<file path="src/rtl/plbs_pkg.sv">
// Package for the PHY link bring-up sequencer: payload types, codes and bit masks.
package plbs_pkg;

  typedef struct packed {
    logic [1:0]  operation;
    logic        force_reset;
    logic        refresh;
    logic        transfer_ok;
    logic [15:0] read_value;
  } plbs_in_t;

  typedef struct packed {
    logic [2:0]  kind;
    logic [4:0]  phy_number;
    logic [4:0]  register_number;
    logic [15:0] write_value;
    logic [1:0]  init_status;
    logic [4:0]  link_flags;
  } plbs_out_t;

  // Input operations
  localparam logic [1:0] OP_INIT  = 2'd0;
  localparam logic [1:0] OP_QUERY = 2'd1;
  localparam logic [1:0] OP_XFER  = 2'd2;
  localparam logic [1:0] OP_DELAY = 2'd3;

  // Result kinds
  localparam logic [2:0] KIND_READ  = 3'd0;
  localparam logic [2:0] KIND_WRITE = 3'd1;
  localparam logic [2:0] KIND_DELAY = 3'd2;
  localparam logic [2:0] KIND_INIT  = 3'd3;
  localparam logic [2:0] KIND_LINK  = 3'd4;

  // Init status codes
  localparam logic [1:0] STAT_OK   = 2'd0;
  localparam logic [1:0] STAT_BUSY = 2'd1;
  localparam logic [1:0] STAT_HWER = 2'd2;

  // Configuration register indexes
  localparam logic [1:0] CFG_PHY_ADDR  = 2'd0;
  localparam logic [1:0] CFG_RST_LIMIT = 2'd1;
  localparam logic [1:0] CFG_AN_LIMIT  = 2'd2;
  localparam logic [1:0] CFG_LU_LIMIT  = 2'd3;

  // MII registers
  localparam logic [4:0] REG_CTRL = 5'd0;
  localparam logic [4:0] REG_STAT = 5'd1;
  localparam logic [4:0] REG_ADV  = 5'd4;
  localparam logic [4:0] REG_LP   = 5'd5;

  // Sequencer steps
  localparam logic [3:0] ST_IDLE    = 4'd0;
  localparam logic [3:0] ST_RST_WR  = 4'd1;
  localparam logic [3:0] ST_RST_RD  = 4'd2;
  localparam logic [3:0] ST_RST_DLY = 4'd3;
  localparam logic [3:0] ST_AN_RD   = 4'd4;
  localparam logic [3:0] ST_AN_DLY  = 4'd5;
  localparam logic [3:0] ST_CTL_RD  = 4'd6;
  localparam logic [3:0] ST_FRC_WR  = 4'd7;
  localparam logic [3:0] ST_LUF_RD  = 4'd8;
  localparam logic [3:0] ST_LUF_DLY = 4'd9;
  localparam logic [3:0] ST_LUA_RD  = 4'd10;
  localparam logic [3:0] ST_LUA_DLY = 4'd11;
  localparam logic [3:0] ST_UPD_ADV = 4'd12;
  localparam logic [3:0] ST_UPD_LP  = 4'd13;
  localparam logic [3:0] ST_UPD_ST  = 4'd14;

  // Register bits
  localparam logic [15:0] CTL_RESET    = 16'h8000;
  localparam logic [15:0] CTL_SPEED100 = 16'h2000;
  localparam logic [15:0] CTL_AN_RST   = 16'h0200;
  localparam logic [15:0] CTL_FULL     = 16'h0040;
  localparam logic [15:0] STA_100_MASK = 16'hA200;
  localparam logic [15:0] STA_10       = 16'h0800;
  localparam logic [15:0] STA_AN_DONE  = 16'h0020;
  localparam logic [15:0] STA_LINK     = 16'h0004;
  localparam logic [15:0] ADV_100      = 16'h0180;
  localparam logic [15:0] ADV_10       = 16'h0060;
  localparam logic [15:0] ADV_FULL     = 16'h0140;
  localparam logic [15:0] ADV_HALF     = 16'h00A0;

  // Link flags
  localparam logic [4:0] LNK_ACTIVE = 5'h01;
  localparam logic [4:0] LNK_100    = 5'h02;
  localparam logic [4:0] LNK_10     = 5'h04;
  localparam logic [4:0] LNK_FULL   = 5'h08;
  localparam logic [4:0] LNK_HALF   = 5'h10;

endpackage

</file>
<file path="src/rtl/phy_link_bringup_sequencer.sv">
// PHY link bring-up sequencer: event-driven MII reset, autoneg and link resolution.
//
//   channel | signals                          | direction
//   --------+----------------------------------+----------
//   in      | in_valid, in_stall, in_data      | event in
//   out     | out_valid, out_stall, out_data   | request/reply out
//   cfg     | cfg_write, cfg_index, cfg_data   | register write in
//
// Each event is held in the input register and is resolved into the result register
// unless the result is stalled; one event per cycle is sustained while it is not stalled.
// The result is registered: it passes the input register and then the result register.
// rst is synchronous; it clears the sequencer and the cache and loads the config defaults.
// Events that produce no result still take a slot; a stalled result holds
// the input register, which then stalls the input.
module phy_link_bringup_sequencer (
  input  logic               clk,
  input  logic               rst,
  input  logic               in_valid,
  output logic               in_stall,
  input  plbs_pkg::plbs_in_t in_data,
  output logic               out_valid,
  input  logic               out_stall,
  output plbs_pkg::plbs_out_t out_data,
  input  logic               cfg_write,
  input  logic [1:0]         cfg_index,
  input  logic [15:0]        cfg_data
);

  // configuration
  logic [4:0]  phy_address;
  logic [15:0] reset_poll_limit;
  logic [15:0] autoneg_poll_limit;
  logic [15:0] linkup_poll_limit;

  // input register
  logic               item_valid;
  plbs_pkg::plbs_in_t item;

  // sequencer state
  logic [3:0]  step, step_next;
  logic [15:0] poll_count, poll_count_next;
  logic        initialized, initialized_next;
  logic [4:0]  cached_link, cached_link_next;
  logic [15:0] control_copy, control_copy_next;
  logic [15:0] status_copy, status_copy_next;
  logic [15:0] advert_copy, advert_copy_next;
  logic        serving_query, serving_query_next;

  // result of this event
  logic        res_fire;
  logic [2:0]  res_kind;
  logic [4:0]  res_reg;
  logic [15:0] res_wval;
  logic [1:0]  res_st;
  logic [4:0]  res_flags;
  plbs_pkg::plbs_out_t res;

  logic proc;
  logic go_autoneg, go_linkup, go_end_linkup, go_update, go_end_update;
  logic forced, upd_ok;
  logic [16:0] poll_inc;
  logic [4:0]  st_flags;
  logic [15:0] shared;

  assign proc     = item_valid && (!out_valid || !out_stall);
  assign in_stall = item_valid && !proc;
  assign poll_inc = {1'b0, poll_count} + 17'd1;

  always_comb begin
    step_next          = step;
    poll_count_next    = poll_count;
    initialized_next   = initialized;
    cached_link_next   = cached_link;
    control_copy_next  = control_copy;
    status_copy_next   = status_copy;
    advert_copy_next   = advert_copy;
    serving_query_next = serving_query;
    res_fire      = 1'b0;
    res_kind      = plbs_pkg::KIND_READ;
    res_reg       = plbs_pkg::REG_CTRL;
    res_wval      = 16'h0000;
    res_st        = plbs_pkg::STAT_OK;
    res_flags     = 5'h00;
    go_autoneg    = 1'b0;
    go_linkup     = 1'b0;
    go_end_linkup = 1'b0;
    go_update     = 1'b0;
    go_end_update = 1'b0;
    forced        = 1'b0;
    upd_ok        = 1'b0;
    st_flags      = 5'h00;
    shared        = 16'h0000;

    case (item.operation)
      plbs_pkg::OP_INIT: begin
        if (step != plbs_pkg::ST_IDLE) begin
          res_fire = 1'b1;
          res_kind = plbs_pkg::KIND_INIT;
          res_st   = plbs_pkg::STAT_BUSY;
        end else begin
          serving_query_next = 1'b0;
          if (item.force_reset) begin
            initialized_next = 1'b0;
            cached_link_next = 5'h00;
            step_next = plbs_pkg::ST_RST_WR;
            res_fire  = 1'b1;
            res_kind  = plbs_pkg::KIND_WRITE;
            res_reg   = plbs_pkg::REG_CTRL;
            res_wval  = plbs_pkg::CTL_RESET;
          end else if (initialized) begin
            go_update = 1'b1;
          end else begin
            go_autoneg = 1'b1;
          end
        end
      end
      plbs_pkg::OP_QUERY: begin
        if (step != plbs_pkg::ST_IDLE || !(cached_link == 5'h00 || item.refresh)) begin
          res_fire  = 1'b1;
          res_kind  = plbs_pkg::KIND_LINK;
          res_flags = cached_link;
        end else begin
          serving_query_next = 1'b1;
          go_update = 1'b1;
        end
      end
      plbs_pkg::OP_XFER: begin
        case (step)
          plbs_pkg::ST_RST_WR: begin
            res_fire = 1'b1;
            if (!item.transfer_ok || reset_poll_limit == 16'd0) begin
              res_kind  = plbs_pkg::KIND_INIT;
              res_st    = plbs_pkg::STAT_HWER;
              step_next = plbs_pkg::ST_IDLE;
            end else begin
              poll_count_next   = 16'd0;
              control_copy_next = plbs_pkg::CTL_RESET;
              res_kind  = plbs_pkg::KIND_READ;
              res_reg   = plbs_pkg::REG_CTRL;
              step_next = plbs_pkg::ST_RST_RD;
            end
          end
          plbs_pkg::ST_RST_RD: begin
            if (!item.transfer_ok) begin
              res_fire  = 1'b1;
              res_kind  = plbs_pkg::KIND_INIT;
              res_st    = plbs_pkg::STAT_HWER;
              step_next = plbs_pkg::ST_IDLE;
            end else begin
              control_copy_next = item.read_value;
              if ((item.read_value & plbs_pkg::CTL_RESET) == 16'h0000) begin
                go_autoneg = 1'b1;
              end else begin
                res_fire  = 1'b1;
                res_kind  = plbs_pkg::KIND_DELAY;
                step_next = plbs_pkg::ST_RST_DLY;
              end
            end
          end
          plbs_pkg::ST_AN_RD: begin
            res_fire = 1'b1;
            if (!item.transfer_ok) begin
              res_kind  = plbs_pkg::KIND_INIT;
              res_st    = plbs_pkg::STAT_HWER;
              step_next = plbs_pkg::ST_IDLE;
            end else begin
              status_copy_next = item.read_value;
              if ((item.read_value & plbs_pkg::STA_AN_DONE) != 16'h0000) begin
                res_kind  = plbs_pkg::KIND_READ;
                res_reg   = plbs_pkg::REG_CTRL;
                step_next = plbs_pkg::ST_CTL_RD;
              end else begin
                res_kind  = plbs_pkg::KIND_DELAY;
                step_next = plbs_pkg::ST_AN_DLY;
              end
            end
          end
          plbs_pkg::ST_CTL_RD: begin
            if (!item.transfer_ok) begin
              res_fire  = 1'b1;
              res_kind  = plbs_pkg::KIND_INIT;
              res_st    = plbs_pkg::STAT_HWER;
              step_next = plbs_pkg::ST_IDLE;
            end else begin
              control_copy_next = item.read_value;
              if ((item.read_value & plbs_pkg::CTL_AN_RST) == 16'h0000) begin
                go_linkup = 1'b1;
              end else if ((status_copy & plbs_pkg::STA_100_MASK) != 16'h0000) begin
                // force 100M half duplex
                control_copy_next = (item.read_value | plbs_pkg::CTL_SPEED100)
                                    & ~plbs_pkg::CTL_FULL;
                cached_link_next = cached_link | plbs_pkg::LNK_100 | plbs_pkg::LNK_HALF;
                step_next = plbs_pkg::ST_FRC_WR;
                res_fire  = 1'b1;
                res_kind  = plbs_pkg::KIND_WRITE;
                res_reg   = plbs_pkg::REG_CTRL;
                res_wval  = control_copy_next;
              end else if ((status_copy & plbs_pkg::STA_10) != 16'h0000) begin
                control_copy_next = (item.read_value & ~plbs_pkg::CTL_SPEED100)
                                    | plbs_pkg::CTL_FULL;
                cached_link_next = cached_link | plbs_pkg::LNK_10 | plbs_pkg::LNK_HALF;
                step_next = plbs_pkg::ST_FRC_WR;
                res_fire  = 1'b1;
                res_kind  = plbs_pkg::KIND_WRITE;
                res_reg   = plbs_pkg::REG_CTRL;
                res_wval  = control_copy_next;
              end else begin
                res_fire  = 1'b1;
                res_kind  = plbs_pkg::KIND_INIT;
                res_st    = plbs_pkg::STAT_HWER;
                step_next = plbs_pkg::ST_IDLE;
              end
            end
          end
          plbs_pkg::ST_FRC_WR: begin
            go_linkup = 1'b1;
            forced    = 1'b1;
          end
          plbs_pkg::ST_LUF_RD, plbs_pkg::ST_LUA_RD: begin
            // timed-out data is still taken
            status_copy_next = item.read_value;
            forced = (step == plbs_pkg::ST_LUF_RD);
            if (!item.transfer_ok || (item.read_value & plbs_pkg::STA_LINK) != 16'h0000) begin
              go_end_linkup = 1'b1;
            end else begin
              res_fire  = 1'b1;
              res_kind  = plbs_pkg::KIND_DELAY;
              step_next = forced ? plbs_pkg::ST_LUF_DLY : plbs_pkg::ST_LUA_DLY;
            end
          end
          plbs_pkg::ST_UPD_ADV: begin
            if (!item.transfer_ok) begin
              go_end_update = 1'b1;
            end else begin
              advert_copy_next = item.read_value;
              res_fire  = 1'b1;
              res_kind  = plbs_pkg::KIND_READ;
              res_reg   = plbs_pkg::REG_LP;
              step_next = plbs_pkg::ST_UPD_LP;
            end
          end
          plbs_pkg::ST_UPD_LP: begin
            if (!item.transfer_ok) begin
              go_end_update = 1'b1;
            end else begin
              advert_copy_next = advert_copy & item.read_value;
              res_fire  = 1'b1;
              res_kind  = plbs_pkg::KIND_READ;
              res_reg   = plbs_pkg::REG_STAT;
              step_next = plbs_pkg::ST_UPD_ST;
            end
          end
          plbs_pkg::ST_UPD_ST: begin
            go_end_update = 1'b1;
            if (item.transfer_ok) begin
              upd_ok = 1'b1;
              shared = advert_copy;
              if ((shared & plbs_pkg::ADV_100) != 16'h0000) begin
                st_flags = st_flags | plbs_pkg::LNK_100;
              end else if ((shared & plbs_pkg::ADV_10) != 16'h0000) begin
                st_flags = st_flags | plbs_pkg::LNK_10;
              end
              if ((shared & plbs_pkg::ADV_FULL) != 16'h0000) begin
                st_flags = st_flags | plbs_pkg::LNK_FULL;
              end else if ((shared & plbs_pkg::ADV_HALF) != 16'h0000) begin
                st_flags = st_flags | plbs_pkg::LNK_HALF;
              end
              if ((item.read_value & plbs_pkg::STA_LINK) != 16'h0000) begin
                st_flags = st_flags | plbs_pkg::LNK_ACTIVE;
              end
              cached_link_next = st_flags;
            end
          end
          default: begin
            // stray transfer: no result
          end
        endcase
      end
      default: begin
        case (step)
          plbs_pkg::ST_RST_DLY: begin
            res_fire = 1'b1;
            if (poll_inc >= {1'b0, reset_poll_limit}) begin
              res_kind  = plbs_pkg::KIND_INIT;
              res_st    = plbs_pkg::STAT_HWER;
              step_next = plbs_pkg::ST_IDLE;
            end else begin
              poll_count_next = poll_inc[15:0];
              res_kind  = plbs_pkg::KIND_READ;
              res_reg   = plbs_pkg::REG_CTRL;
              step_next = plbs_pkg::ST_RST_RD;
            end
          end
          plbs_pkg::ST_AN_DLY: begin
            res_fire = 1'b1;
            res_kind = plbs_pkg::KIND_READ;
            if (poll_inc >= {1'b0, autoneg_poll_limit}) begin
              res_reg   = plbs_pkg::REG_CTRL;
              step_next = plbs_pkg::ST_CTL_RD;
            end else begin
              poll_count_next = poll_inc[15:0];
              res_reg   = plbs_pkg::REG_STAT;
              step_next = plbs_pkg::ST_AN_RD;
            end
          end
          plbs_pkg::ST_LUF_DLY, plbs_pkg::ST_LUA_DLY: begin
            forced = (step == plbs_pkg::ST_LUF_DLY);
            if (poll_inc >= {1'b0, linkup_poll_limit}) begin
              go_end_linkup = 1'b1;
            end else begin
              poll_count_next = poll_inc[15:0];
              res_fire  = 1'b1;
              res_kind  = plbs_pkg::KIND_READ;
              res_reg   = plbs_pkg::REG_STAT;
              step_next = forced ? plbs_pkg::ST_LUF_RD : plbs_pkg::ST_LUA_RD;
            end
          end
          default: begin
            // stray delay: no result
          end
        endcase
      end
    endcase

    // follow-on actions, in the order they chain
    if (go_autoneg) begin
      poll_count_next  = 16'd0;
      status_copy_next = 16'h0000;
      res_fire = 1'b1;
      res_kind = plbs_pkg::KIND_READ;
      if (autoneg_poll_limit == 16'd0) begin
        res_reg   = plbs_pkg::REG_CTRL;
        step_next = plbs_pkg::ST_CTL_RD;
      end else begin
        res_reg   = plbs_pkg::REG_STAT;
        step_next = plbs_pkg::ST_AN_RD;
      end
    end

    if (go_linkup) begin
      poll_count_next  = 16'd0;
      status_copy_next = 16'h0000;
      if (linkup_poll_limit == 16'd0) begin
        go_end_linkup = 1'b1;
      end else begin
        res_fire  = 1'b1;
        res_kind  = plbs_pkg::KIND_READ;
        res_reg   = plbs_pkg::REG_STAT;
        step_next = forced ? plbs_pkg::ST_LUF_RD : plbs_pkg::ST_LUA_RD;
      end
    end

    if (go_end_linkup) begin
      if (forced) begin
        if ((status_copy_next & plbs_pkg::STA_LINK) != 16'h0000) begin
          cached_link_next = cached_link_next | plbs_pkg::LNK_ACTIVE;
        end
        initialized_next = 1'b1;
        res_fire  = 1'b1;
        res_kind  = plbs_pkg::KIND_INIT;
        res_st    = plbs_pkg::STAT_OK;
        step_next = plbs_pkg::ST_IDLE;
      end else begin
        go_update = 1'b1;
      end
    end

    if (go_update) begin
      res_fire  = 1'b1;
      res_kind  = plbs_pkg::KIND_READ;
      res_reg   = plbs_pkg::REG_ADV;
      step_next = plbs_pkg::ST_UPD_ADV;
    end

    if (go_end_update) begin
      res_fire  = 1'b1;
      step_next = plbs_pkg::ST_IDLE;
      if (serving_query) begin
        serving_query_next = 1'b0;
        res_kind  = plbs_pkg::KIND_LINK;
        res_flags = cached_link_next;
      end else begin
        res_kind = plbs_pkg::KIND_INIT;
        if (initialized) begin
          res_st = plbs_pkg::STAT_OK;
        end else if (!upd_ok) begin
          res_st = plbs_pkg::STAT_HWER;
        end else begin
          initialized_next = 1'b1;
          res_st = plbs_pkg::STAT_OK;
        end
      end
    end
  end

  // fields that do not belong to the kind read as zero
  always_comb begin
    res.kind = res_kind;
    res.phy_number = (res_kind == plbs_pkg::KIND_READ || res_kind == plbs_pkg::KIND_WRITE)
                     ? phy_address : 5'd0;
    res.register_number = (res_kind == plbs_pkg::KIND_READ ||
                           res_kind == plbs_pkg::KIND_WRITE) ? res_reg : 5'd0;
    res.write_value = (res_kind == plbs_pkg::KIND_WRITE) ? res_wval : 16'h0000;
    res.init_status = (res_kind == plbs_pkg::KIND_INIT) ? res_st : plbs_pkg::STAT_OK;
    res.link_flags  = (res_kind == plbs_pkg::KIND_LINK) ? res_flags : 5'h00;
  end

  always_ff @(posedge clk) begin
    if (rst) begin
      phy_address        <= 5'd1;
      reset_poll_limit   <= 16'd4000;
      autoneg_poll_limit <= 16'd16000;
      linkup_poll_limit  <= 16'd10000;
    end else if (cfg_write) begin
      case (cfg_index)
        plbs_pkg::CFG_PHY_ADDR:  phy_address        <= cfg_data[4:0];
        plbs_pkg::CFG_RST_LIMIT: reset_poll_limit   <= cfg_data;
        plbs_pkg::CFG_AN_LIMIT:  autoneg_poll_limit <= cfg_data;
        plbs_pkg::CFG_LU_LIMIT:  linkup_poll_limit  <= cfg_data;
        default: begin
        end
      endcase
    end
  end

  always_ff @(posedge clk) begin
    if (rst) begin
      item_valid    <= 1'b0;
      out_valid     <= 1'b0;
      step          <= plbs_pkg::ST_IDLE;
      poll_count    <= 16'd0;
      initialized   <= 1'b0;
      cached_link   <= 5'h00;
      control_copy  <= 16'h0000;
      status_copy   <= 16'h0000;
      advert_copy   <= 16'h0000;
      serving_query <= 1'b0;
    end else begin
      if (in_valid && !in_stall) begin
        item_valid <= 1'b1;
      end else if (proc) begin
        item_valid <= 1'b0;
      end

      if (proc && res_fire) begin
        out_valid <= 1'b1;
      end else if (!out_stall) begin
        out_valid <= 1'b0;
      end

      if (proc) begin
        step          <= step_next;
        poll_count    <= poll_count_next;
        initialized   <= initialized_next;
        cached_link   <= cached_link_next;
        control_copy  <= control_copy_next;
        status_copy   <= status_copy_next;
        advert_copy   <= advert_copy_next;
        serving_query <= serving_query_next;
      end
    end
  end

  always_ff @(posedge clk) begin
    if (in_valid && !in_stall) begin
      item <= in_data;
    end
    if (proc && res_fire) begin
      out_data <= res;
    end
  end

`ifndef NO_ASSERTIONS
  a_query_in_update: assert property (@(posedge clk) disable iff (rst)
    serving_query |-> (step == plbs_pkg::ST_UPD_ADV || step == plbs_pkg::ST_UPD_LP ||
                       step == plbs_pkg::ST_UPD_ST))
    else $error("query flag set outside the update sequence");

  a_result_loaded: assert property (@(posedge clk) disable iff (rst)
    (proc && res_fire) |=> out_valid)
    else $error("resolved event produced no visible result");

  a_out_hold: assert property (@(posedge clk) disable iff (rst)
    (out_valid && out_stall) |=> (out_valid && $stable(out_data)))
    else $error("stalled result changed");
`endif

endmodule
</file>
<file path="config.mk">
export PLATFORM = sky130hd
export DESIGN_NAME = phy_link_bringup_sequencer
export DESIGN_NICKNAME = d
export VERILOG_FILES = /design/src/rtl/plbs_pkg.sv /design/src/rtl/phy_link_bringup_sequencer.sv
export SDC_FILE = /design/constraint.sdc
export NUM_CORES = 1
export LEC_CHECK = 0
export BUFFER_PORTS_ARGS = -buffer_cell sky130_fd_sc_hd__buf_2
export CAP_MARGIN = 20
export CORE_ASPECT_RATIO = 0.75
export CORE_UTILIZATION = 40
export DETAILED_ROUTE_END_ITERATION = 10
export PLACE_DENSITY = 0.64
export SYNTH_ARGS = -nofsm -noshare
export SYNTH_HDL_FRONTEND = slang
export SYNTH_SLANG_ARGS = --single-unit
</file>
<file path="constraint.sdc">
create_clock -name clk -period 9.85 [get_ports clk]
set_input_delay 0.985 -clock clk [delete_from_list [all_inputs] [get_ports clk]]
set_output_delay 0.985 -clock clk [all_outputs]
set_load 0.01 [all_outputs]
</file>
**After elaboration in Yosys (flattened, before gate mapping)**

Cells that the tools add are included.

- $add $sub $neg: 1
- $mul: 0
- Div/mod/pow operators: 0
- Magnitude comparators: 3
- Eq/ne operators: 32
- Shifts and indexed selects: 0
- Mux-type cells: 202
- Bitwise operators: 2
- Reduce and logical (&&, ||, !) cells: 51

Operator list:

| kind | count |
|---|---|
| 2-to-1 mux 16 bit | 20 |
| case mux 16 bit (2 select lines) | 4 |
| zero test 16 bit | 5 |
| 2-to-1 mux 5 bit | 16 |
| nonzero test 16 bit | 5 |
| 2-to-1 mux 1 bit | 70 |
| 2-to-1 mux 2 bit | 35 |
| 2-to-1 mux 4 bit | 17 |
| >= comparator 17 x 16 -> 1 bit | 3 |
| 2-to-1 mux 3 bit | 16 |
| case mux 16 bit (3 select lines) | 1 |
| case mux 5 bit (2 select lines) | 3 |
| == test 4 bit (second input constant) | 7 |
| case mux 4 bit (7 select lines) | 1 |
| case mux 4 bit (3 select lines) | 2 |
| case mux 1 bit (2 select lines) | 10 |
| adder 16 x 1 -> 17 bit (second input constant) | 1 |
| bitwise AND 16 bit | 1 |
| == test 4 x 3 -> 1 bit (second input constant) | 4 |
| OR reduction 2 bit | 8 |
| case mux 2 bit (3 select lines) | 2 |
| inequality test 5 bit (second input constant) | 2 |
| case mux 2 bit (5 select lines) | 1 |
| case mux 3 bit (3 select lines) | 1 |
| other kinds (31) | 56 |

- Register bits: 171
- Bits in latches: 0
- Memory bits (writable): 0
- Memory bits (read-only): 0
- Input bits: 44
- Memories: 0

**Longest topological paths before layout**

Gate-level depths: netlist of run 1.

- Depth in word-level cells: 17
- Mapped depth: 16
- Mapped depth without buffers: 14

**Least setup slack after synthesis of run 1**

Ideal clock, no wire load.

- Path kind: register -> register
- From: register poll_count[0]
- To: register out_data[0] (netlist bit) (enable)
- Library setup time: 0.434 ns
- Arrival time: 4.619 ns
- Path slack: 4.797 ns
- Stages on the path, launching flop included: 15
- Period minus slack after synthesis: 5.053 ns
- Path through: dfxtp_1 nand3_1 nor3_2 nand3_1 or2_1 or2_0 xnor2_1 ha_1 nand3_1 nor3_1 a211oi_1 and3_1 o21ai_2 nor3_1 a21oi_1

- Word-level cells in the longest chain between the ends: 13
- Elaborated cells between the ends (all ways): 19

RTL lines:

| what | line | RTL |
|---|---|---|
| start, declared | phy_link_bringup_sequencer.sv:41 | `logic [15:0] poll_count, poll_count_next;` |
| start signal, assigned | phy_link_bringup_sequencer.sv:453 | `poll_count <= poll_count_next;` |
| adder 16 x 1 -> 17 bit * | phy_link_bringup_sequencer.sv:67 | `assign poll_inc = {1'b0, poll_count} + 17'd1;` |
| >= comparator 17 x 16 -> 1 bit * | phy_link_bringup_sequencer.sv:308 | `if (poll_inc >= {1'b0, linkup_poll_limit}) begin` |
| 2-to-1 mux 1 bit | phy_link_bringup_sequencer.sv:308 |  |
| case mux 1 bit (2 select lines) | phy_link_bringup_sequencer.sv:280 | `case (step)` |
| case mux 1 bit (3 select lines) | phy_link_bringup_sequencer.sv:94 | `case (item.operation)` |
| 2-to-1 mux 1 bit | phy_link_bringup_sequencer.sv:326 | `if (go_autoneg) begin` |
| 2-to-1 mux 1 bit | phy_link_bringup_sequencer.sv:343 | `if (linkup_poll_limit == 16'd0) begin` |
| 2-to-1 mux 1 bit | phy_link_bringup_sequencer.sv:340 | `if (go_linkup) begin` |
| 2-to-1 mux 1 bit | phy_link_bringup_sequencer.sv:354 | `if (forced) begin` |
| 2-to-1 mux 1 bit | phy_link_bringup_sequencer.sv:353 | `if (go_end_linkup) begin` |
| 2-to-1 mux 1 bit * | phy_link_bringup_sequencer.sv:368 | `if (go_update) begin` |
| 2-to-1 mux 1 bit * | phy_link_bringup_sequencer.sv:375 | `if (go_end_update) begin` |
| logical AND 1 bit * | phy_link_bringup_sequencer.sv:468 | `if (proc && res_fire) begin` |
| end signal, assigned | phy_link_bringup_sequencer.sv:469 | `out_data <= res;` |
| end, declared | phy_link_bringup_sequencer.sv:23 | `output plbs_pkg::plbs_out_t out_data,` |

Every way passes the cells marked *; elsewhere a longest branch is shown, timed or not.
A chain may end at the register's enable or synchronous reset.

**Final worst setup path of run 1**

- From: register poll_count[0]
- To: register poll_count[2]

- Word-level cells in the longest chain between the ends: 6
- Elaborated cells between the ends (all ways): 15

RTL lines:

| what | line |
|---|---|
| adder 16 x 1 -> 17 bit * | phy_link_bringup_sequencer.sv:67 |
| branches (longest 5 deep; another with >= comparator 17 x 16 -> 1 bit) | n/a |

Every way passes the cells marked *. The select of a mux whose other input is x is not followed.

==> impl_metrics.yaml, run 1 <==
finish:
  drive_gt1_share_pct: 15.4
  areaGrowthSynthToFinish_pct: 14.5
  final_common_cell: "nand2_1"
  mostFrequentLayoutCells: "nand2_1 (126), dfxtp_1 (91), buf_2 (78), nor2_1 (76), a21oi_1 (66)"
  stdcell_count: 1310
  fin_nets: 1108
  fin_util_pct: 47.2
  diodes: 0
sta:
  hold_viol_final: 0
  tightestPinTransition_ns: 1.02
  fin_crit_ns: 4.76
  rsz0062_at_grt: "false"
  fin_setup_tns_ns: 0
  setup_ws_ns: 5.09
  max_freq_ghz: 0.210
  fin_skew_ns: 0.0111
  drv_slew: 0
  relSlewSlack_pct: 31.9
  setup_viol: 0
  timing.final.crit_share_pct: 48.3
worst_setup_path:
  r2r_slack_ns: 5.09
  crit_path_end_kind: "register"
  crit_type: "register to register"
  worstPathRequired_ns: 10.13
  cp-start-kind: "register"
  rr_startpoint: "poll_count[0]$_SDFFE_PP0P_"
  reg2regPathDepth: 13
  arrival_ns: 5.04
  reg2reg_to: "poll_count[2]$_SDFFE_PP0P_"
  startpoint: "poll_count[0]$_SDFFE_PP0P_"
  crit_fanout: 12
cts:
  root_buffer: "clkbuf_16"
  h-tree-depth: 4
  hold_buffers: 0
  clock_latency_ns: 0.43
  post-cts-setup-buffers: 0
  cts_made_buffers: 17
  cts_tree: "built"
  cts_buffer_depth: 2
  cts_resized: 0
  cts.sinks: 145
  clk_pin_slew_worst_paths_ns: 0.06
global_route:
  grt_max_degree: 63
  met3_usage_pct: 6.26
  grt_pass1_wl_mm: 38.9
  grt_use_met2_pct: 32.2
  grt-busiest-layer: "met1"
  grt_pass1_vias: 6978
  antenna_found_initial: 0
  met1_usage_pct: 35.6
  grt.total_usage_pct: 23.3
  gr-total-overflow: 0
drt:
  drcViolationCount: 0
  via_per_inst: 5.74
  drtIter0Drc: 781
  via_count: 7525
  wire_per_inst_um: 18.5
  firstDrtPassIters: 6
  wl_mm: 24.2
  ant_nets: 0
die:
  row_count: 45
  core_um2: 20400
  dieArea_um2: 21600
  die_y_um: 127
  pin_count: 82
  fp.dieW_um: 169
  start_util_pct: 41.2
yosys:
  ys_ff_latch: 145
  synth_cell_types: 89
  synth_compound_area_share_pct: 20.8
  synthAdderAreaFrac_pct: 7.30
  synth_cells: 959
  synth_edf_count: 54
  syn_area_um2: 8400
  muxShareOfSynthArea_pct: 0.715
  synth_xor_area_share_pct: 1.67
  ys.flop_type: "dfxtp_1"
  synth_top_family_by_area: "simple AND/OR/NAND/NOR gates"
  synth.avg_cell_area_um2: 8.76
  async_flop_share_pct: 0
  synth_simple_gate_area_share_pct: 23.1
  yosysSeqAreaShare_pct: 41.0
  yosysWarnings: 0
worst_hold_path:
  hold_end: "phy_address[0]$_SDFFE_PP1P_"
  hp-class: "register to register"
  min_delay_path_depth: 2
  hp-start: "phy_address[0]$_SDFFE_PP1P_"
power_and_ir_drop:
  power.density_nw_per_um2: 159
  power_uw: 1530
  p_leak_uw: 0.00377
  vdd_ir_drop_max_v: 0.000122
place:
  gp_congestion: 0.932
  port_buffers: 78
  dpl.hpwl_mm: 17.6
  dp_cells: 1276
  place_ws_ns: 4.89
outcome:
  outcome: "complete, no violations"
flow_run:
  maxCapViolations: 0
-- cell usage after synthesis, types with 5 or more instances --
library cell / number / area, µm²
nand2_1: 126 / 473
dfxtp_1: 91 / 1820
nor2_1: 76 / 285
a21oi_1: 67 / 335
edfxtp_1: 54 / 1620
inv_1: 53 / 199
ha_1: 49 / 613
o21ai_0: 39 / 195
clkbuf_1: 33 / 124
nand3_1: 27 / 135
nand4_1: 26 / 163
and2_1: 21 / 131
nor4_1: 15 / 93.8
o211ai_1: 15 / 113
a211oi_1: 14 / 105
nor3_1: 14 / 70.1
xnor2_1: 14 / 123
a21o_1: 13 / 97.6
a31oi_1: 13 / 81.3
nor2b_1: 11 / 68.8
a22o_1: 10 / 87.6
and3_1: 10 / 62.6
buf_2: 10 / 50.1
or4_1: 10 / 75.1
nand2b_1: 8 / 50.1
o21a_1: 8 / 60.1
or2_2: 7 / 43.8
a22oi_1: 6 / 45.0
mux2i_1: 6 / 60.1
o31ai_1: 6 / 45.0
buf_4: 5 / 37.5
o221a_2: 5 / 56.3
-- power by group --
part / total [µW] / internal (µW) / switching [µW]
logic: 181 / 66.8 / 114
clock network: 672 / 404 / 268
registers: 672 / 647 / 24.8
total: 1530 / 1120 / 407
-- cell type report --
class / count / area [µm²]
fillers: 1992 / 10800
repair buffers: 89 / 485
inverters: 54 / 203
flip-flops and latches: 145 / 3440
clock buffers: 22 / 485
clock inverters: 10 / 124
well taps: 282 / 353
multi-input cells: 708 / 4530
-- how the worst max path moves through the flow --
| stage | endpoint | slack [ns] | cells past startpoint |
|---|---|---|---|
| detailed placement | out_data[19]$_SDFFCE_PP0P_ | 4.89 | 13 |
| global route | poll_count[11]$_SDFFE_PP0P_ | 4.74 | 13 |
| floorplan | out_data[0]$_SDFFCE_PP0P_ | 4.80 | 14 |
| finish | poll_count[2]$_SDFFE_PP0P_ | 5.09 | 13 |
| global placement | out_data[22]$_SDFFCE_PP0P_ | 5.13 | 13 |
| CTS | out_data[25]$_SDFFCE_PN0P_ | 4.87 | 13 |
-- kinds of logic after synthesis --
group,count (synthesis)
other,1
buffers and inverters,108
adder cells (fa/ha/maj),49
flip-flops,145
AND/OR/NAND/NOR,382
XOR/XNOR,16
AO/OA/AOI/OAI,252
multiplexers,6
-- metrics by stage --
step / hold slack [ns] / cell area (µm²)
finish: 0.465 / 9620
global route: 0.485 / 9620
CTS: 0.464 / 9590
detailed placement: 0.455 / 8980
global placement: 0.449 / 8980
floorplan: 0.433 / 8410
-- registers in the layout, indices dropped and copies added (netlist names) --
name / cells
phy_address: 5
advert_copy: 4
item_valid: 1
poll_count: 16
autoneg_poll_limit: 16
linkup_poll_limit: 16
cached_link: 5
serving_query: 1
status_copy: 5
reset_poll_limit: 16
initialized: 1
out_data: 33
step: 4
out_valid: 1
item: 21
-- worst max-delay path: stages (launching register included) --
cell and delay (ns):
dfxtp_1 0.54, nand3_1 0.27, nor3_2 0.37, nand3_1 0.20, or2_1 0.31, or2_0 0.24, xnor2_1 0.41, ha_1 0.36
and3_1 0.21, a221oi_1 0.29, nand3_1 0.25, a2bb2oi_1 0.82, a41o_1 0.29, a21oi_1 0.06
-- routing by layer --
layer	wire length (µm)	up-vias
met2	9810	296
met4	237	0
met3	1990	19
met5	0	-
met1	12200	3592
li1	-	3618
Power figures use the tool's default switching activity.
==> run 2: changes to the inputs <==
clock period = 4.8 ns   (was 9.85 ns; I/O delays follow)
==> impl_metrics.yaml, run 2 (synthesis gave the netlist of run 1 again) <==
die:
  dieArea_um2: 21600
  row_count: 45
  pin_count: 82
  core_um2: 20400
  die_y_um: 127
  fp.dieW_um: 169
  start_util_pct: 41.2
power_and_ir_drop:
  sw_frac_of_total_pct: 28.2
  p_int_uw: 2200
  seq_power_share_pct: 45.0
  p_leak_uw: 0.00380
  vdd_ir_drop_max_v: 0.000244
  switchingPower_uw: 865
  clock_power_share_pct: 42.8
  power.density_nw_per_um2: 317
  power_frac_comb_pct: 12.2
cts:
  root_buffer: "clkbuf_16"
  clk_pin_slew_worst_paths_ns: 0.07
  cts_resized: 0
  cts.sinks: 145
  cts_tree: "built"
  clock_latency_ns: 0.43
  hold_buffers: 0
  cts_buffer_depth: 2
  post-cts-setup-buffers: 0
  h-tree-depth: 4
  cts_made_buffers: 17
finish:
  areaGrowthSynthToFinish_pct: 15.0
  seq_area_um2: 3440
  fin_nets: 1117
  diodes: 0
  largestRegisters: "out_data: 33 flops, item: 21 flops"
  mostFrequentLayoutCells: "nand2_1 (126), dfxtp_1 (91), buf_2 (78), nor2_1 (76), a21oi_1 (66)"
  fin_util_pct: 47.4
  final_common_cell: "nand2_1"
  drive_gt1_share_pct: 16.4
  largest_register_ffs: 33
  multiInputGateArea_um2: 4530
  top_register: "out_data"
  fill_cells: 1971
flow_run:
  maxCapViolations: 0
drt:
  firstDrtPassIters: 6
  drtIter0Drc: 848
  ant_nets: 0
  wl_mm: 24.2
  drcViolationCount: 0
  via_count: 7572
  via_per_inst: 5.74
  wire_per_inst_um: 18.3
worst_setup_path:
  slowest_delay_ns: 0.52
  crit_path_end_kind: "register"
  cp_top_family: "simple AND/OR/NAND/NOR gates"
  worstPathRequired_ns: 5.12
  crit_top_cell: "nand3_1"
  crit_type: "register to register"
  arrival_ns: 4.76
  cp-start-kind: "register"
  path_cells: "nand3_1 > nor3_2 > nand3_1 > or2_1 > or2_0 > xnor2_1 > ha_1 > nand3_1 > nor3_1 > a211oi_1 > and3_1 > o21ai_2 > or4_1 > a2111oi_1"
  worst_path_max_delay_cell: "or4_1"
  crit_fanout: 7
  r2r_slack_ns: 0.36
  path_buf_inv: 0
outcome:
  outcome: "complete, no violations"
place:
  port_buffers: 78
  place_ws_ns: 0.421
  gp_congestion: 0.984
  dpl.hpwl_mm: 17.7
sta:
  drv_slew: 0
  max_freq_ghz: 0.225
  fin_setup_tns_ns: 0
  fin_crit_ns: 4.44
  setup_viol: 0
  setup_ws_ns: 0.363
  timing.hold.ws_ns: 0.223
  tightestPinTransition_ns: 1.12
  timing.final.crit_share_pct: 92.4
  rsz0062_at_grt: "false"
  relSlewSlack_pct: 24.9
  fin_skew_ns: 0.0111
  hold_viol_final: 0
global_route:
  grt_pass1_vias: 6816
  gr-total-overflow: 0
  grt_max_degree: 41
  grt_pass1_wl_mm: 37.9
  grt.total_usage_pct: 22.8
  antenna_found_initial: 0
worst_hold_path:
  hp-class: "primary input to register"
## run 2: cell count changes in the layout (fill, tap and decap cells not counted), moves of 2 or more
cell | previous run | this run
buf_4 | 9 | 19
clkinvlp_4 | 0 | 3
inv_6 | 1 | 4
clkinv_4 | 5 | 2
inv_8 | 0 | 3
clkbuf_1 | 2 | 0
clkbuf_8 | 2 | 0
## run 2: worst reg2reg max path: stages, from the launching register on
cell,delay (ns)
dfxtp_1,0.45
nand3_1,0.24
nor3_2,0.44
nand3_1,0.21
or2_1,0.30
or2_0,0.23
xnor2_1,0.34
ha_1,0.34
nand3_1,0.11
nor3_1,0.06
a211oi_1,0.30
and3_1,0.29
o21ai_2,0.15
or4_1,0.52
a2111oi_1,0.36
## run 2: power by group through the flow
stage	combinational [µW]	sequential (µW)	clock, µW
2_1_floorplan	263	1380	0
3_3_place_gp	363	1400	0
3_5_place_dp	365	1400	0
4_1_cts	367	1380	1340
5_1_grt	413	1380	1380
6_report	374	1380	1310
## run 2: final timing paths
check,start,endpoint,depth (start not counted)
worst max-delay path,poll_count[0]$_SDFFE_PP0P_,step[1]$_SDFFE_PP0P_,14
worst min-delay path,in_data[10],item[10]$_DFFE_PP_,1
worst max register to register,poll_count[0]$_SDFFE_PP0P_,step[1]$_SDFFE_PP0P_,14
worst min register to register,reset_poll_limit[12]$_SDFFE_PP0P_,reset_poll_limit[12]$_SDFFE_PP0P_,2
## run 2: area by class of cell
cell class | instances | share of cell area, %
Clock buffer | 17 | 4.41
Clock inverter | 15 | 1.54
Inverter | 54 | 2.10
Multi-Input combinational cell | 708 | 46.9
Sequential cell | 145 | 35.7
Tap cell | 282 | 3.65
Timing Repair Buffer | 98 | 5.73
## run 2: metal layers
| metal | GRT usage (%) | routed length, µm | part of all wire, % | up-vias |
|---|---|---|---|---|
| li1 | - | - | - | 3641 |
| met2 | 31.0 | 9540 | 40 | 338 |
| met5 | 0 | 0 | 0 | - |
| met3 | 5.48 | 2230 | 9.2 | 40 |
| met4 | 7.21 | 474 | 2.0 | 0 |
| met1 | 34.8 | 11900 | 49 | 3553 |
## run 2: per-stage QoR
step                instances  power (µW)  area (µm²)
global route             1319        3180        9660
CTS                      1319        3080        9650
detailed placement       1287        1770        9080
finish                   1319        3060        9660
global placement         1287        1770        9080
floorplan                 961        1640        8410
